### config.mk
export PLATFORM = sky130hd
export DESIGN_NAME = xmodem_block_receiver_flat
export DESIGN_NICKNAME = d
export VERILOG_FILES = /design/src/xbr_pkg.sv /design/src/xbr_req_if.sv /design/src/xbr_rsp_if.sv /design/src/xbr_core.sv /design/src/xmodem_block_receiver.sv /design/src/flat_wrapper.sv
export SDC_FILE = /design/constraint.sdc
export NUM_CORES = 1
export LEC_CHECK = 0
export ABC_CLOCK_PERIOD_IN_PS = 13100
export BUFFER_PORTS_ARGS = -buffer_cell sky130_fd_sc_hd__buf_2
export CAP_MARGIN = 20
export CELL_PAD_IN_SITES_DETAIL_PLACEMENT = 1
export CELL_PAD_IN_SITES_GLOBAL_PLACEMENT = 1
export CORE_MARGIN = 10
export CORE_UTILIZATION = 25
export CTS_CLUSTER_DIAMETER = 150
export DETAILED_ROUTE_END_ITERATION = 10
export HOLD_SLACK_MARGIN = 0.06
export MAX_ROUTING_LAYER = met4
export PLACE_DENSITY_LB_ADDON = 0.1
export SYNTH_ARGS = -nofsm -noshare
export SYNTH_HDL_FRONTEND = slang
export SYNTH_SLANG_ARGS = --single-unit
### constraint.sdc
create_clock -name clock -period 13.1 [get_ports clock]
set_input_delay 1.965 -clock clock [delete_from_list [all_inputs] [get_ports clock]]
set_output_delay 1.965 -clock clock [all_outputs]
set_load 0.02 [all_outputs]
### src/xbr_pkg.sv
package xbr_pkg;

   localparam int SMALL_BLOCK = 128;
   localparam int LARGE_BLOCK = 1024;
   localparam int POS_W       = 11;
   localparam int CSR_ADDR_W  = 4;
   localparam int QUEUE_DEPTH = 2;

   localparam logic [7:0] CH_SOH = 8'h01;
   localparam logic [7:0] CH_STX = 8'h02;
   localparam logic [7:0] CH_EOT = 8'h04;
   localparam logic [7:0] CH_ACK = 8'h06;
   localparam logic [7:0] CH_NAK = 8'h15;
   localparam logic [7:0] CH_CAN = 8'h18;
   localparam logic [7:0] CH_C   = 8'h43;

   localparam logic [15:0] CRC_POLY    = 16'h1021;
   localparam logic [15:0] CRC_HI_MASK = 16'hFF00;

   localparam logic [1:0] MODE_BYTE    = 2'd0;
   localparam logic [1:0] MODE_TIMEOUT = 2'd1;
   localparam logic [1:0] MODE_START   = 2'd2;

   localparam logic [1:0] KIND_REPLY   = 2'd0;
   localparam logic [1:0] KIND_PAYLOAD = 2'd1;
   localparam logic [1:0] KIND_VERDICT = 2'd2;
   localparam logic [1:0] KIND_END     = 2'd3;

   localparam logic [1:0] VERDICT_ACCEPT = 2'd0;
   localparam logic [1:0] VERDICT_DUP    = 2'd1;
   localparam logic [1:0] VERDICT_REJECT = 2'd2;

   localparam logic END_EOT   = 1'b0;
   localparam logic END_ABORT = 1'b1;

   localparam logic [1:0] OPT_SUM  = 2'd0;
   localparam logic [1:0] OPT_CRC  = 2'd1;
   localparam logic [1:0] OPT_1K   = 2'd2;

   localparam logic [1:0] NUM_BAD  = 2'd0;
   localparam logic [1:0] NUM_EXP  = 2'd1;
   localparam logic [1:0] NUM_PREV = 2'd2;

   localparam logic [1:0] REG_BLOCK_OPTION = 2'd0;
   localparam logic [1:0] REG_CRC_CHECK    = 2'd1;
   localparam logic [1:0] REG_MAX_RETRIES  = 2'd2;

   localparam logic [1:0] RST_BLOCK_OPTION = 2'd1;
   localparam logic       RST_CRC_CHECK    = 1'b1;
   localparam logic [3:0] RST_MAX_RETRIES  = 4'd10;

   typedef enum logic [2:0] {
      PH_IDLE   = 3'd0,
      PH_HEADER = 3'd1,
      PH_NUMBER = 3'd2,
      PH_COMPL  = 3'd3,
      PH_DATA   = 3'd4,
      PH_CHECK1 = 3'd5,
      PH_CHECK2 = 3'd6
   } phase_type;

   typedef struct packed {
      logic [1:0] block_option;
      logic       crc_check;
      logic [3:0] max_retries;
   } xbr_cfg_type;

   typedef struct packed {
      phase_type        phase;
      logic [POS_W-1:0] byte_position;
      logic             block_is_large;
      logic [7:0]       expected_block;
      logic [7:0]       received_number;
      logic [1:0]       number_ok;
      logic [7:0]       sum_accum;
      logic [15:0]      crc_accum;
      logic [7:0]       crc_high;
      logic [3:0]       retry_count;
      logic [1:0]       cancel_count;
      logic [31:0]      accepted_total;
   } xbr_state_type;

   localparam xbr_state_type STATE_RESET = '{
      phase:           PH_IDLE,
      byte_position:   '0,
      block_is_large:  1'b0,
      expected_block:  8'd1,
      received_number: 8'd0,
      number_ok:       NUM_BAD,
      sum_accum:       8'd0,
      crc_accum:       16'd0,
      crc_high:        8'd0,
      retry_count:     4'd0,
      cancel_count:    2'd0,
      accepted_total:  32'd0
   };

   typedef struct packed {
      logic [1:0] kind;
      logic [7:0] data_byte;
      logic [1:0] verdict;
      logic       session_result;
   } xbr_result_type;

   // all results caused by one transaction
   typedef struct packed {
      logic [1:0]                last_idx;
      xbr_result_type [3:0]      res;
      logic [31:0]               total_bytes;
   } xbr_bundle_type;

   function automatic xbr_result_type make_result(logic [1:0] kind, logic [7:0] data_byte,
                                                  logic [1:0] verdict, logic session_result);
      xbr_result_type r;
      r.kind           = kind;
      r.data_byte      = data_byte;
      r.verdict        = verdict;
      r.session_result = session_result;
      return r;
   endfunction

   function automatic logic [15:0] crc16_byte(logic [15:0] crc, logic [7:0] b);
      logic [15:0] c;
      c = crc ^ {b, 8'h00};
      for (int i = 0; i < 8; i++) begin
         c = c[15] ? ((c << 1) ^ CRC_POLY) : (c << 1);
      end
      return c;
   endfunction

endpackage

### src/xbr_req_if.sv
interface xbr_req_if;
   logic       valid;
   logic       ready;
   logic [1:0] mode;
   logic [7:0] rx_byte;

   modport source (output valid, output mode, output rx_byte, input ready);
   modport sink (input valid, input mode, input rx_byte, output ready);
endinterface

### src/xbr_rsp_if.sv
interface xbr_rsp_if;
   logic        valid;
   logic        ready;
   logic [1:0]  kind;
   logic [7:0]  data_byte;
   logic [1:0]  verdict;
   logic        session_result;
   logic [31:0] total_bytes;
   logic        last_result;

   modport source (output valid, output kind, output data_byte, output verdict,
                   output session_result, output total_bytes, output last_result,
                   input ready);
   modport sink (input valid, input kind, input data_byte, input verdict,
                 input session_result, input total_bytes, input last_result,
                 output ready);
endinterface

### src/xbr_core.sv
module xbr_core #(
   parameter int SMALL_BLOCK = xbr_pkg::SMALL_BLOCK,
   parameter int LARGE_BLOCK = xbr_pkg::LARGE_BLOCK
) (
   input  logic                    clock,
   input  logic                    reset,
   input  logic                    fire,
   input  logic [1:0]              mode,
   input  logic [7:0]              rx_byte,
   input  xbr_pkg::xbr_cfg_type    cfg,
   output xbr_pkg::xbr_bundle_type bundle,
   output logic                    has_result
);

   localparam int POS_W_L = xbr_pkg::POS_W;
   localparam logic [POS_W_L-1:0] SMALL_LEN = POS_W_L'(SMALL_BLOCK);
   localparam logic [POS_W_L-1:0] LARGE_LEN = POS_W_L'(LARGE_BLOCK);

   xbr_pkg::xbr_state_type state_ff;
   xbr_pkg::xbr_state_type state_in;

   always_ff @(posedge clock) begin
      if (reset) begin
         state_ff <= xbr_pkg::STATE_RESET;
      end else begin
         state_ff <= state_in;
      end
   end

   always_comb begin
      xbr_pkg::xbr_state_type st;
      xbr_pkg::xbr_result_type [3:0] res;
      logic [2:0]  n;
      logic        do_fail;
      logic        fail_send;
      logic [7:0]  fail_reply;
      logic        do_verdict;
      logic        check_ok;
      logic        do_abort;
      logic [4:0]  next_retry;
      logic [32:0] total_sum;
      logic [7:0]  prev_block;
      logic [POS_W_L-1:0] pos_next;

      st         = state_ff;
      res        = '0;
      n          = 3'd0;
      do_fail    = 1'b0;
      fail_send  = 1'b0;
      fail_reply = xbr_pkg::CH_NAK;
      do_verdict = 1'b0;
      check_ok   = 1'b0;
      do_abort   = 1'b0;
      next_retry = 5'd0;
      total_sum  = 33'd0;
      prev_block = state_ff.expected_block - 8'd1;
      pos_next   = state_ff.byte_position + POS_W_L'(1);

      case (mode)
         xbr_pkg::MODE_START: begin
            st = xbr_pkg::STATE_RESET;
            st.phase = xbr_pkg::PH_HEADER;
            res[n[1:0]] = xbr_pkg::make_result(xbr_pkg::KIND_REPLY,
               (cfg.block_option inside {xbr_pkg::OPT_CRC, xbr_pkg::OPT_1K}) ?
               xbr_pkg::CH_C : xbr_pkg::CH_NAK, xbr_pkg::VERDICT_ACCEPT, xbr_pkg::END_EOT);
            n = n + 3'd1;
         end
         xbr_pkg::MODE_TIMEOUT: begin
            if (state_ff.phase == xbr_pkg::PH_HEADER) begin
               do_fail = 1'b1;
            end else if (state_ff.phase != xbr_pkg::PH_IDLE) begin
               res[n[1:0]] = xbr_pkg::make_result(xbr_pkg::KIND_VERDICT, 8'd0,
                  xbr_pkg::VERDICT_REJECT, xbr_pkg::END_EOT);
               n = n + 3'd1;
               do_fail   = 1'b1;
               fail_send = 1'b1;
            end
         end
         xbr_pkg::MODE_BYTE: begin
            case (state_ff.phase)
               xbr_pkg::PH_IDLE: begin
               end
               xbr_pkg::PH_HEADER: begin
                  if (rx_byte == xbr_pkg::CH_SOH ||
                      (rx_byte == xbr_pkg::CH_STX && cfg.block_option == xbr_pkg::OPT_1K)) begin
                     st.cancel_count   = 2'd0;
                     st.block_is_large = (rx_byte == xbr_pkg::CH_STX);
                     st.byte_position  = '0;
                     st.number_ok      = xbr_pkg::NUM_BAD;
                     st.sum_accum      = 8'd0;
                     st.crc_accum      = 16'd0;
                     st.phase          = xbr_pkg::PH_NUMBER;
                  end else if (rx_byte == xbr_pkg::CH_STX) begin
                     st.cancel_count = 2'd0;
                     do_fail   = 1'b1;
                     fail_send = 1'b1;
                  end else if (rx_byte == xbr_pkg::CH_EOT) begin
                     st.cancel_count = 2'd0;
                     res[n[1:0]] = xbr_pkg::make_result(xbr_pkg::KIND_REPLY,
                        xbr_pkg::CH_ACK, xbr_pkg::VERDICT_ACCEPT, xbr_pkg::END_EOT);
                     n = n + 3'd1;
                     res[n[1:0]] = xbr_pkg::make_result(xbr_pkg::KIND_END, 8'd0,
                        xbr_pkg::VERDICT_ACCEPT, xbr_pkg::END_EOT);
                     n = n + 3'd1;
                     st.phase = xbr_pkg::PH_IDLE;
                  end else if (rx_byte == xbr_pkg::CH_CAN) begin
                     if (state_ff.cancel_count + 2'd1 >= 2'd2) begin
                        st.cancel_count = 2'd0;
                        do_abort = 1'b1;
                     end else begin
                        st.cancel_count = state_ff.cancel_count + 2'd1;
                        do_fail   = 1'b1;
                        fail_send = 1'b1;
                     end
                  end else begin
                     do_fail   = 1'b1;
                     fail_send = 1'b1;
                  end
               end
               xbr_pkg::PH_NUMBER: begin
                  st.received_number = rx_byte;
                  st.phase = xbr_pkg::PH_COMPL;
               end
               xbr_pkg::PH_COMPL: begin
                  if (state_ff.received_number == state_ff.expected_block &&
                      rx_byte == ~state_ff.expected_block) begin
                     st.number_ok = xbr_pkg::NUM_EXP;
                  end else if (state_ff.received_number == prev_block &&
                               rx_byte == ~prev_block) begin
                     st.number_ok = xbr_pkg::NUM_PREV;
                  end else begin
                     st.number_ok = xbr_pkg::NUM_BAD;
                  end
                  st.byte_position = '0;
                  st.phase = xbr_pkg::PH_DATA;
               end
               xbr_pkg::PH_DATA: begin
                  res[n[1:0]] = xbr_pkg::make_result(xbr_pkg::KIND_PAYLOAD, rx_byte,
                     xbr_pkg::VERDICT_ACCEPT, xbr_pkg::END_EOT);
                  n = n + 3'd1;
                  st.sum_accum     = state_ff.sum_accum + rx_byte;
                  st.crc_accum     = xbr_pkg::crc16_byte(state_ff.crc_accum, rx_byte);
                  st.byte_position = pos_next;
                  if (pos_next >= (state_ff.block_is_large ? LARGE_LEN : SMALL_LEN)) begin
                     st.phase = xbr_pkg::PH_CHECK1;
                  end
               end
               xbr_pkg::PH_CHECK1: begin
                  if (cfg.crc_check || state_ff.block_is_large) begin
                     st.crc_high = rx_byte;
                     st.phase = xbr_pkg::PH_CHECK2;
                  end else begin
                     do_verdict = 1'b1;
                     check_ok   = (rx_byte == state_ff.sum_accum);
                  end
               end
               default: begin
                  do_verdict = 1'b1;
                  check_ok   = (state_ff.crc_high ==
                                8'((state_ff.crc_accum & xbr_pkg::CRC_HI_MASK) >> 8)) &&
                               (rx_byte == state_ff.crc_accum[7:0]);
               end
            endcase
         end
         default: begin
         end
      endcase

      if (do_verdict) begin
         if (state_ff.number_ok == xbr_pkg::NUM_EXP && check_ok) begin
            total_sum = {1'b0, state_ff.accepted_total} +
                        (state_ff.block_is_large ? 33'(LARGE_BLOCK) : 33'(SMALL_BLOCK));
            st.accepted_total = total_sum[32] ? '1 : total_sum[31:0];
            st.expected_block = state_ff.expected_block + 8'd1;
            st.retry_count    = 4'd0;
            res[n[1:0]] = xbr_pkg::make_result(xbr_pkg::KIND_VERDICT, 8'd0,
               xbr_pkg::VERDICT_ACCEPT, xbr_pkg::END_EOT);
            n = n + 3'd1;
            res[n[1:0]] = xbr_pkg::make_result(xbr_pkg::KIND_REPLY, xbr_pkg::CH_ACK,
               xbr_pkg::VERDICT_ACCEPT, xbr_pkg::END_EOT);
            n = n + 3'd1;
            st.phase = xbr_pkg::PH_HEADER;
         end else if (state_ff.number_ok == xbr_pkg::NUM_PREV) begin
            res[n[1:0]] = xbr_pkg::make_result(xbr_pkg::KIND_VERDICT, 8'd0,
               xbr_pkg::VERDICT_DUP, xbr_pkg::END_EOT);
            n = n + 3'd1;
            do_fail    = 1'b1;
            fail_send  = 1'b1;
            fail_reply = xbr_pkg::CH_ACK;
         end else begin
            res[n[1:0]] = xbr_pkg::make_result(xbr_pkg::KIND_VERDICT, 8'd0,
               xbr_pkg::VERDICT_REJECT, xbr_pkg::END_EOT);
            n = n + 3'd1;
            do_fail   = 1'b1;
            fail_send = 1'b1;
         end
      end

      if (do_fail) begin
         next_retry = {1'b0, state_ff.retry_count} + 5'd1;
         if (next_retry >= {1'b0, cfg.max_retries}) begin
            st.retry_count = 4'd0;
            do_abort = 1'b1;
         end else begin
            st.retry_count = next_retry[3:0];
            if (fail_send) begin
               res[n[1:0]] = xbr_pkg::make_result(xbr_pkg::KIND_REPLY, fail_reply,
                  xbr_pkg::VERDICT_ACCEPT, xbr_pkg::END_EOT);
               n = n + 3'd1;
            end
            st.phase = xbr_pkg::PH_HEADER;
         end
      end

      if (do_abort) begin
         res[n[1:0]] = xbr_pkg::make_result(xbr_pkg::KIND_REPLY, xbr_pkg::CH_CAN,
            xbr_pkg::VERDICT_ACCEPT, xbr_pkg::END_EOT);
         n = n + 3'd1;
         res[n[1:0]] = xbr_pkg::make_result(xbr_pkg::KIND_REPLY, xbr_pkg::CH_CAN,
            xbr_pkg::VERDICT_ACCEPT, xbr_pkg::END_EOT);
         n = n + 3'd1;
         res[n[1:0]] = xbr_pkg::make_result(xbr_pkg::KIND_END, 8'd0,
            xbr_pkg::VERDICT_ACCEPT, xbr_pkg::END_ABORT);
         n = n + 3'd1;
         st.phase = xbr_pkg::PH_IDLE;
      end

      state_in           = fire ? st : state_ff;
      bundle.res         = res;
      bundle.last_idx    = 2'(n - 3'd1);
      bundle.total_bytes = st.accepted_total;
      has_result         = (n != 3'd0);
   end

   a_end_is_last: assert property (@(posedge clock) disable iff (reset)
      fire && has_result && bundle.res[bundle.last_idx].kind != xbr_pkg::KIND_END |->
      bundle.res[0].kind != xbr_pkg::KIND_END && bundle.res[1].kind != xbr_pkg::KIND_END &&
      bundle.res[2].kind != xbr_pkg::KIND_END && bundle.res[3].kind != xbr_pkg::KIND_END)
      else $error("session end not last result of transaction");

   a_idle_after_end: assert property (@(posedge clock) disable iff (reset)
      fire && has_result && bundle.res[bundle.last_idx].kind == xbr_pkg::KIND_END |=>
      state_ff.phase == xbr_pkg::PH_IDLE)
      else $error("session end left phase active");

   a_pos_bound: assert property (@(posedge clock) disable iff (reset)
      state_ff.byte_position <= LARGE_LEN)
      else $error("byte position beyond large block");

endmodule

### src/xmodem_block_receiver.sv
// Path: a transaction is registered in the input stage at acceptance; its results are written
// into the result queue once the queue has room, and are offered from the queue head.
// Throughput: one input transaction per cycle while each yields at most one result and the
// output is ready; the output port moves one result per cycle while ready, in order.
// Reset (synchronous): session idle, expected block 1, totals cleared, queued results
// dropped, block_option 1, crc_check 1, max_retries 10.
module xmodem_block_receiver #(
   parameter int SMALL_BLOCK = xbr_pkg::SMALL_BLOCK,
   parameter int LARGE_BLOCK = xbr_pkg::LARGE_BLOCK
) (
   input  logic                             clock,
   input  logic                             reset,
   xbr_req_if.sink                          req_chan,
   xbr_rsp_if.source                        rsp_chan,
   input  logic                             psel,
   input  logic                             penable,
   input  logic                             pwrite,
   input  logic [xbr_pkg::CSR_ADDR_W-1:0]   paddr,
   input  logic [31:0]                      pwdata,
   output logic [31:0]                      prdata,
   output logic                             pready
);

   xbr_pkg::xbr_cfg_type cfg_ff;
   logic                 cfg_write;

   logic       stage_valid_ff;
   logic [1:0] stage_mode_ff;
   logic [7:0] stage_byte_ff;

   xbr_pkg::xbr_bundle_type queue_ff [xbr_pkg::QUEUE_DEPTH];
   logic       wr_ptr_ff;
   logic       rd_ptr_ff;
   logic [1:0] count_ff;
   logic [1:0] sub_idx_ff;

   xbr_pkg::xbr_bundle_type bundle;
   xbr_pkg::xbr_bundle_type head;
   xbr_pkg::xbr_result_type head_res;
   logic has_result;
   logic fire;
   logic push;
   logic pop;
   logic out_take;
   logic out_last;

   assign pready    = 1'b1;
   assign cfg_write = psel && penable && pwrite && pready;

   always_ff @(posedge clock) begin
      if (reset) begin
         cfg_ff.block_option <= xbr_pkg::RST_BLOCK_OPTION;
         cfg_ff.crc_check    <= xbr_pkg::RST_CRC_CHECK;
         cfg_ff.max_retries  <= xbr_pkg::RST_MAX_RETRIES;
      end else if (cfg_write) begin
         case (paddr[3:2])
            xbr_pkg::REG_BLOCK_OPTION: cfg_ff.block_option <= pwdata[1:0];
            xbr_pkg::REG_CRC_CHECK:    cfg_ff.crc_check    <= pwdata[0];
            xbr_pkg::REG_MAX_RETRIES:  cfg_ff.max_retries  <= pwdata[3:0];
            default: begin
            end
         endcase
      end
   end

   always_comb begin
      case (paddr[3:2])
         xbr_pkg::REG_BLOCK_OPTION: prdata = {30'd0, cfg_ff.block_option};
         xbr_pkg::REG_CRC_CHECK:    prdata = {31'd0, cfg_ff.crc_check};
         xbr_pkg::REG_MAX_RETRIES:  prdata = {28'd0, cfg_ff.max_retries};
         default:                   prdata = 32'd0;
      endcase
   end

   // input stage
   assign fire           = stage_valid_ff && (count_ff != 2'(xbr_pkg::QUEUE_DEPTH) || pop);
   assign req_chan.ready = !stage_valid_ff || fire;

   always_ff @(posedge clock) begin
      if (reset) begin
         stage_valid_ff <= 1'b0;
      end else if (req_chan.ready) begin
         stage_valid_ff <= req_chan.valid;
      end
   end

   always_ff @(posedge clock) begin
      if (req_chan.valid && req_chan.ready) begin
         stage_mode_ff <= req_chan.mode;
         stage_byte_ff <= req_chan.rx_byte;
      end
   end

   xbr_core #(
      .SMALL_BLOCK (SMALL_BLOCK),
      .LARGE_BLOCK (LARGE_BLOCK)
   ) u_core (
      .clock      (clock),
      .reset      (reset),
      .fire       (fire),
      .mode       (stage_mode_ff),
      .rx_byte    (stage_byte_ff),
      .cfg        (cfg_ff),
      .bundle     (bundle),
      .has_result (has_result)
   );

   // result queue, one entry per transaction that yields results
   assign push     = fire && has_result;
   assign head     = queue_ff[rd_ptr_ff];
   assign head_res = head.res[sub_idx_ff];
   assign out_last = (sub_idx_ff == head.last_idx);
   assign out_take = rsp_chan.valid && rsp_chan.ready;
   assign pop      = out_take && out_last;

   always_ff @(posedge clock) begin
      if (push) begin
         queue_ff[wr_ptr_ff] <= bundle;
      end
   end

   always_ff @(posedge clock) begin
      if (reset) begin
         wr_ptr_ff  <= 1'b0;
         rd_ptr_ff  <= 1'b0;
         count_ff   <= 2'd0;
         sub_idx_ff <= 2'd0;
      end else begin
         if (push) begin
            wr_ptr_ff <= !wr_ptr_ff;
         end
         if (pop) begin
            rd_ptr_ff <= !rd_ptr_ff;
         end
         if (push && !pop) begin
            count_ff <= count_ff + 2'd1;
         end else if (pop && !push) begin
            count_ff <= count_ff - 2'd1;
         end
         if (out_take) begin
            sub_idx_ff <= out_last ? 2'd0 : sub_idx_ff + 2'd1;
         end
      end
   end

   assign rsp_chan.valid          = (count_ff != 2'd0);
   assign rsp_chan.kind           = head_res.kind;
   assign rsp_chan.data_byte      = head_res.data_byte;
   assign rsp_chan.verdict        = head_res.verdict;
   assign rsp_chan.session_result = head_res.session_result;
   assign rsp_chan.total_bytes    = head.total_bytes;
   assign rsp_chan.last_result    = out_last;

   a_count_bound: assert property (@(posedge clock) disable iff (reset)
      count_ff <= 2'(xbr_pkg::QUEUE_DEPTH))
      else $error("result queue overflow");

   a_sub_idx_bound: assert property (@(posedge clock) disable iff (reset)
      rsp_chan.valid |-> sub_idx_ff <= head.last_idx)
      else $error("result index past end of transaction");

   a_end_marks_last: assert property (@(posedge clock) disable iff (reset)
      rsp_chan.valid && rsp_chan.kind == xbr_pkg::KIND_END |-> rsp_chan.last_result)
      else $error("session end not marked last");

   a_reset_empty: assert property (@(posedge clock)
      reset |=> !rsp_chan.valid && !stage_valid_ff)
      else $error("results survive reset");

endmodule

### src/flat_wrapper.sv
// flat-port wrapper written by rule: the top's interface ports become plain ports
module xmodem_block_receiver_flat 
#(
   parameter int SMALL_BLOCK = xbr_pkg::SMALL_BLOCK,
   parameter int LARGE_BLOCK = xbr_pkg::LARGE_BLOCK
)
  (clock, reset, psel, penable, pwrite, paddr, pwdata, prdata, pready, req_chan_valid, req_chan_mode, req_chan_rx_byte, req_chan_ready, rsp_chan_valid, rsp_chan_kind, rsp_chan_data_byte, rsp_chan_verdict, rsp_chan_session_result, rsp_chan_total_bytes, rsp_chan_last_result, rsp_chan_ready);
  xbr_req_if req_chan_i ();
  xbr_rsp_if rsp_chan_i ();
  input  logic clock;
  input  logic reset;
  input  logic psel;
  input  logic penable;
  input  logic pwrite;
  input  logic [xbr_pkg::CSR_ADDR_W-1:0] paddr;
  input  logic [31:0] pwdata;
  output logic [31:0] prdata;
  output logic pready;
  input wire logic [$bits(req_chan_i.valid)-1:0] req_chan_valid;
  input wire logic [$bits(req_chan_i.mode)-1:0] req_chan_mode;
  input wire logic [$bits(req_chan_i.rx_byte)-1:0] req_chan_rx_byte;
  output wire logic [$bits(req_chan_i.ready)-1:0] req_chan_ready;
  output wire logic [$bits(rsp_chan_i.valid)-1:0] rsp_chan_valid;
  output wire logic [$bits(rsp_chan_i.kind)-1:0] rsp_chan_kind;
  output wire logic [$bits(rsp_chan_i.data_byte)-1:0] rsp_chan_data_byte;
  output wire logic [$bits(rsp_chan_i.verdict)-1:0] rsp_chan_verdict;
  output wire logic [$bits(rsp_chan_i.session_result)-1:0] rsp_chan_session_result;
  output wire logic [$bits(rsp_chan_i.total_bytes)-1:0] rsp_chan_total_bytes;
  output wire logic [$bits(rsp_chan_i.last_result)-1:0] rsp_chan_last_result;
  input wire logic [$bits(rsp_chan_i.ready)-1:0] rsp_chan_ready;
  assign req_chan_i.valid = req_chan_valid;
  assign req_chan_i.mode = req_chan_mode;
  assign req_chan_i.rx_byte = req_chan_rx_byte;
  assign req_chan_ready = req_chan_i.ready;
  assign rsp_chan_valid = rsp_chan_i.valid;
  assign rsp_chan_kind = rsp_chan_i.kind;
  assign rsp_chan_data_byte = rsp_chan_i.data_byte;
  assign rsp_chan_verdict = rsp_chan_i.verdict;
  assign rsp_chan_session_result = rsp_chan_i.session_result;
  assign rsp_chan_total_bytes = rsp_chan_i.total_bytes;
  assign rsp_chan_last_result = rsp_chan_i.last_result;
  assign rsp_chan_i.ready = rsp_chan_ready;
  xmodem_block_receiver #(.SMALL_BLOCK(SMALL_BLOCK), .LARGE_BLOCK(LARGE_BLOCK)) u_core (.clock(clock), .reset(reset), .req_chan(req_chan_i), .rsp_chan(rsp_chan_i), .psel(psel), .penable(penable), .pwrite(pwrite), .paddr(paddr), .pwdata(pwdata), .prdata(prdata), .pready(pready));
endmodule
# Word-level counts from Yosys, hierarchy flattened
# Memory sizes are Yosys's and may differ from the RTL's. A register that Yosys moved wholly into a read port is not among the register bits.
# Cells that the tools add are included.
# word_totals
rom_bits,0
ram_bits,172
output_inout_bits,81
latchBits,0
inputBits,53
wordCells,312
n_memories,1
register_bits,127
# mem_list
memory,depth,word_bits,rd,rd_clocked_by_memory_dff,wr,line,source
u_core.queue_ff,2,86,1,1,1,xmodem_block_receiver.sv:31,xbr_pkg::xbr_bundle_type queue_ff [xbr_pkg::QUEUE_DEPTH];
# classes
mul,0
eq_ne,36
n_lt_le_gt_ge,16
n_reduce_logical,49
div,0
bitwise,32
n_mux,139
shifts,0
add_sub_neg,17
# op_table
op,n
$mux 52,7
$mux 13,19
$not 44->44,5
$demux 13 s2,6
$and 44x44->44,3
$mux 32,4
$mux 26,4
$and 22x44->44,2
$pmux 42 s2,1
$eq 8x8->1,7
$bwmux 52,1
$and 24x48->48,1
$mux 3,16
$mux 8,6
$not 48->48,1
$pmux 24 s2,1
$and 40x40->40,1
$not 40->40,1
$pmux 13 s3,1
$add 32x11->33,1
$mux 1,33
$pmux 11 s3,1
$pmux 15 s2,1
$mux 2,14
59 further kinds,152

# Depth between registers and ports, before layout
# logic_depth
word_depth,24
mapped_depth,26
mapped_depth_nobuf,25

# Modules after synthesis
# A second synthesis with hierarchy kept.
# unflattened
cells_unflattened,1505
hier_area_um2,15698.8
# modules_own_cells
mod,area_per_inst_um2,cells_per_inst,n_inst,seq_area_each_um2
xbr_core,7987.7,1118,1,2062.0
xmodem_block_receiver,7711.1,387,1,5765.5

# Worst setup path after synthesis
# No wires, ideal clock.
# synth_timing
path_kind,register to register
from,reg u_core.stage_byte_ff[7]
to,mem u_core.queue_ff[0][0] (netlist name) (enable)
path_stages_with_launch,21
synth_period_minus_slack_ns,9.199
t_arrival_ns,8.629
setup_slack_ns,3.901
setup_ns,0.569
n_path_buf,1
t_required_ns,12.531
path_cell_list,edfxtp_1 -> buf_2 -> nor3_2 -> nand2_1 -> nor4_1 -> inv_1 -> ha_1 -> nor2_1 -> a31oi_1 -> nand2_1 -> inv_1 -> ha_1 -> a211oi_1 -> o21bai_2 -> ha_1 -> xnor2_1 -> xnor2_1 -> o21ai_0 -> a21oi_2 -> nor2b_1 -> a2111oi_2
# synth_between
elab_chain_cells,22
word_cells_on_any_way,53
cone_classes,add/sub: 6; eq/ne: 6; mux: 35; reduce/logical: 6
# synth_rtl
element,line,source
"start, declared",xmodem_block_receiver.sv:29,logic [7:0] stage_byte_ff;
"start signal, assigned",xmodem_block_receiver.sv:90,stage_byte_ff <= req_chan.rx_byte;
$eq 8x3->1 / $eq 8x2->1 (equally long branches),"xbr_core.sv:97, xbr_core.sv:85, xbr_core.sv:93",
$mux 2 / $logic_and 1x1->1 (equally long branches),"xbr_core.sv:97, xbr_core.sv:85",
$mux 2 / $logic_or 1x1->1 (equally long branches),"xbr_core.sv:93, xbr_core.sv:84",
$mux 2,xbr_core.sv:84,if (rx_byte == xbr_pkg::CH_SOH ||
$pmux 2 s2,xbr_core.sv:80,case (state_ff.phase)
$pmux 3 s3,xbr_core.sv:59,case (mode)
$add 3x1->3,"xbr_core.sv:178, xbr_core.sv:186, xbr_core.sv:193",
$add 3x1->3,xbr_core.sv:181,n = n + 3'd1;
[6 not listed],n/a,
$add 3x1->3,xbr_core.sv:218,n = n + 3'd1;
$add 3x1->3,xbr_core.sv:221,n = n + 3'd1;
$add 3x1->3,xbr_core.sv:224,n = n + 3'd1;
$mux 3 *,xbr_core.sv:215,if (do_abort) begin
$reduce_bool 3->1 *,xbr_core.sv:232,has_result = (n != 3'd0);
$logic_and 1x1->1 *,xmodem_block_receiver.sv:109,assign push = fire && has_result;
$mux 1 *,xmodem_block_receiver.sv:117,if (push) begin
$mux 1 (implied by the code) *,xmodem_block_receiver.sv:118,queue_ff[wr_ptr_ff] <= bundle;
"end, declared",xmodem_block_receiver.sv:31,
# Every way passes the cells marked *; elsewhere a longest branch is shown, timed or not.

# Final worst setup path
# layout_timing
from,reg u_core.stage_byte_ff[6]
to,mem u_core.queue_ff[1][5] (netlist name) (enable)
# The elaborated chain is that of the path after synthesis.

==> results_dict.tcl <==
set metrics [dict create \
    min_period_over_period_pct 49.5 \
    rsz0062_at_grt "false" \
    dieWidth_um 264 \
    syn_avg_cell_area_um2 10.4 \
    synth.distinct_cells 98 \
    syn_to_final_growth_pct 15.0 \
    pre_cts_ws_ns 6.53 \
    p_clk_share_pct 46.8 \
    die_h_um 264 \
    seq_area_frac_synth_pct 48.1 \
    synth-main-ff-cell "edfxtp_1" \
    met2WireLength_um 22400 \
    p_leak_nw 5.98 \
    cts_num_sinks 278 \
    slowest_stage "buf_4" \
    crit_required_ns 13.25 \
    numCtsBuffers 36 \
    synth_top_area_cell "edfxtp_1" \
    routed_wl_um 46200 \
    hold_depth 2 \
    avgViaCountPerCell 4.73 \
    via_count 10800 \
    cp.arrival_ns 6.64 \
    comb_power_share_pct 6.6 \
    fmaxAchievable_mhz 154 \
    async_reset_ff_share_pct 0 \
    cts_tree "done" \
    p_per_area_nw_per_um2 118 \
    status "complete, no violations" \
    yosys-top-cells-count "edfxtp_1, nor2_1, dfxtp_1, nand2_1, a21oi_1" \
    seq_power_share_pct 46.6 \
    path_max_fanout 61 \
    io_pins 134 \
    setup_violations 0 \
    grt_pass1_vias 11500 \
    overflow 0 \
    dp_hpwl_um 31900 \
    start_util_pct 25.2 \
    antenna_found_initial 0 \
    clock_skew_ns 0.0252 \
    p_sw_share_pct 24.4 \
    cts_hold_buf 0 \
    crit_type "register to register" \
    slew_violations 0 \
    drive_above_1_share_pct 16.9 \
    synth-warning-count 0 \
    ctsRootBufferMaster "clkbuf_16" \
    h-tree-depth 2 \
    grt_start_max_net_pins 64 \
    gp_congestion 0.785 \
    worstHoldStart "u_core.u_core.state_ff[3]" \
    slowest_delay_ns 0.73 \
    path_cells "ha_1 > nor4_1 > nand4_1 > o31a_1 > o21a_1 > nand2_1 > nand2_1 > inv_1 > ha_1 > a211oi_1 > o21bai_2 > ha_1 > xnor2_1 > xnor2_1 > o21ai_0 > a21oi_2 > nor2b_1 > a2111oi_4 > buf_4" \
    path_common_cell "ha_1" \
    ys_ff_latch 278 \
    yosysMostFrequentCell "edfxtp_1" \
    dr.pass1.iters 4 \
    cts_resized 0 \
    layout_setup_ws_ns 6.61 \
    port_buffers 74 \
    ir_drop_mv 0.0697 \
    setup_tns_ns 0 \
    yosys-top-cells-area "edfxtp_1, dfxtp_1, ha_1" \
    p_switching_mw 0.493 \
    p_int_mw 1.53 \
    clk_pin_slew_worst_paths_ns 0.05 \
    clk_latency_ns 0.55 \
    fin_nets 1578 \
    ant_nets 0 \
    grt_pass1_wl_um 71700 \
    min_period_ns 6.49 \
    regToRegEndpoint "u_core.queue_ff[1][5]" \
    nFillCells 6665 \
    synth_enable_flop_cells 160 \
    max_cap_viol_count 0 \
    rr_worst_depth 19 \
    critPathCaptureType "register" \
    hold_viol_final 0 \
    min_to "u_core.u_core.state_ff[3]" \
    cp-start-kind "register" \
    syn_inst 1428 \
    synth_area_um2 14900 \
    die-area_um2 69700 \
    reg2reg_slack_ns 6.61 \
    wl_met1_um 21700 \
    grt_usage_pct 13.4 \
    cts_setup_buffers 0 \
    netlist.area_leader.share_pct 32.3 \
    cts_buffer_depth 3 \
    drt_iter0_drc 457 \
    drc 0 \
    slew_headroom_pct 26.4 \
    reg2reg_from "u_core.stage_byte_ff[6]" \
    wl_met3_um 1290 \
    holdCritPathClass "register to register" \
    highest_layer "met4" \
    worst_pin_slew_ns 1.10 \
    coreArea_um2 59000 \
    rows 89 \
    avgRoutedWirePerCell_um 20.3 \
]
-- power by group through the flow --
stage / sequential (mW) / combinational [mW] / clock [mW]
floorplan: 0.955 / 0.0996 / 0
global placement: 0.960 / 0.136 / 0
detailed placement: 0.961 / 0.137 / 0
CTS: 0.942 / 0.137 / 0.989
global route: 0.943 / 0.148 / 1.03
finish: 0.942 / 0.133 / 0.946
-- critical path, delay by kind of cell, from the launching register on --
| family | cells | cell delay, ns |
|---|---|---|
| flip-flops | 1 | 0.71 |
| AO/OA/AOI/OAI | 7 | 1.84 |
| adder cells (fa/ha/maj) | 3 | 0.96 |
| buffers and inverters | 2 | 0.84 |
| AND/OR/NAND/NOR | 5 | 1.27 |
| XOR/XNOR | 2 | 0.40 |
-- worst max-delay path by stage --
stage | startpoint | end | slack, ns | cells past startpoint
finish | u_core.stage_byte_ff[6] | u_core.queue_ff[1][5] | 6.61 | 19
global route | u_core.stage_byte_ff[6] | u_core.queue_ff[1][9] | 6.09 | 19
global placement | u_core.stage_mode_ff[1] | u_core.queue_ff[1][7] | 6.62 | 22
detailed placement | u_core.stage_byte_ff[6] | u_core.queue_ff[1][17] | 6.53 | 19
floorplan | u_core.stage_byte_ff[7] | u_core.queue_ff[0][0] | 3.90 | 20
CTS | u_core.stage_byte_ff[6] | u_core.queue_ff[1][0] | 6.50 | 19
-- flip-flops by register name, summed over array words and instances, names as in the netlist, named ones only --
signal	count
u_core.cfg_ff	7
u_core.count_ff	2
u_core.queue_ff	150
u_core.rd_ptr_ff	1
u_core.stage_byte_ff	8
u_core.stage_mode_ff	2
u_core.stage_valid_ff	1
u_core.sub_idx_ff	2
u_core.u_core.state_ff	103
u_core.wr_ptr_ff	1
-- cell families (layout without fill, tap and decap cells) --
kind of cell               Yosys count  after routing  synth area share, %
and+or+nand+nor                    517            517                 17.6
DFF                                278            278                 48.1
AOI/OAI and AO/OA                  267            267                 12.6
buffers and inverters              143            196                 4.51
muxes                              111            111                 9.42
xor gates and xnor gates            66             66                 3.93
adders and majority gates           44             44                 3.75
other                                2             30               0.0504
-- metrics by stage --
step           power, mW  utilization (%)  cells  cell area, um2  hold slack, ns
4_1_cts             2.07             29.0   2281           17100           0.463
6_report            2.02             29.0   2282           17100           0.459
3_3_place_gp        1.10             27.1   2216           16000           0.448
5_1_grt             2.12             29.0   2281           17100           0.476
3_5_place_dp        1.10             27.1   2216           16000           0.454
2_1_floorplan       1.05                -   1455           15000           0.432
-- cells in the final DEF, fill, tap and decap left out, drive strengths merged, types with 7 or more instances in the layout --
master / n
nor4: 11
nor3: 46
mux4: 19
o211ai: 7
nand4: 17
nand3: 37
a31oi: 8
conb: 29
inv: 37
a21oi: 69
or3: 8
a21o: 20
xor2: 28
o22ai: 7
mux2: 43
nand3b: 8
clkbuf: 51
buf: 96
and2: 23
clkinv: 10
nor2b: 27
o21ai: 45
mux2i: 49
a211oi: 14
nand2b: 20
or2: 11
dfxtp: 118
o21a: 9
edfxtp: 160
ha: 43
nor3b: 10
o21bai: 7
xnor2: 38
a22oi: 34
and3: 27
nor2: 135
nand2: 119
-- area by class of cell --
class                           instances  area (um2)  share of cell area (%)
Antenna cell                            1        2.50                  0.0146
Clock buffer                           51        1040                    6.07
Clock inverter                         14        81.3                   0.475
Inverter                               35         131                   0.767
Multi-Input combinational cell       1034        7200                    42.0
Sequential cell                       278        7170                    41.9
Tap cell                              773         967                    5.65
Timing Repair Buffer                   96         538                    3.14
-- routing by layer --
metal / GRT usage (%) / vias up
met1: 16.9 / 5377
met5: - / -
met2: 22.2 / 104
met4: 3.09 / 0
met3: 2.13 / 52
li1: - / 5268
(Power assumes the default switching activity.)
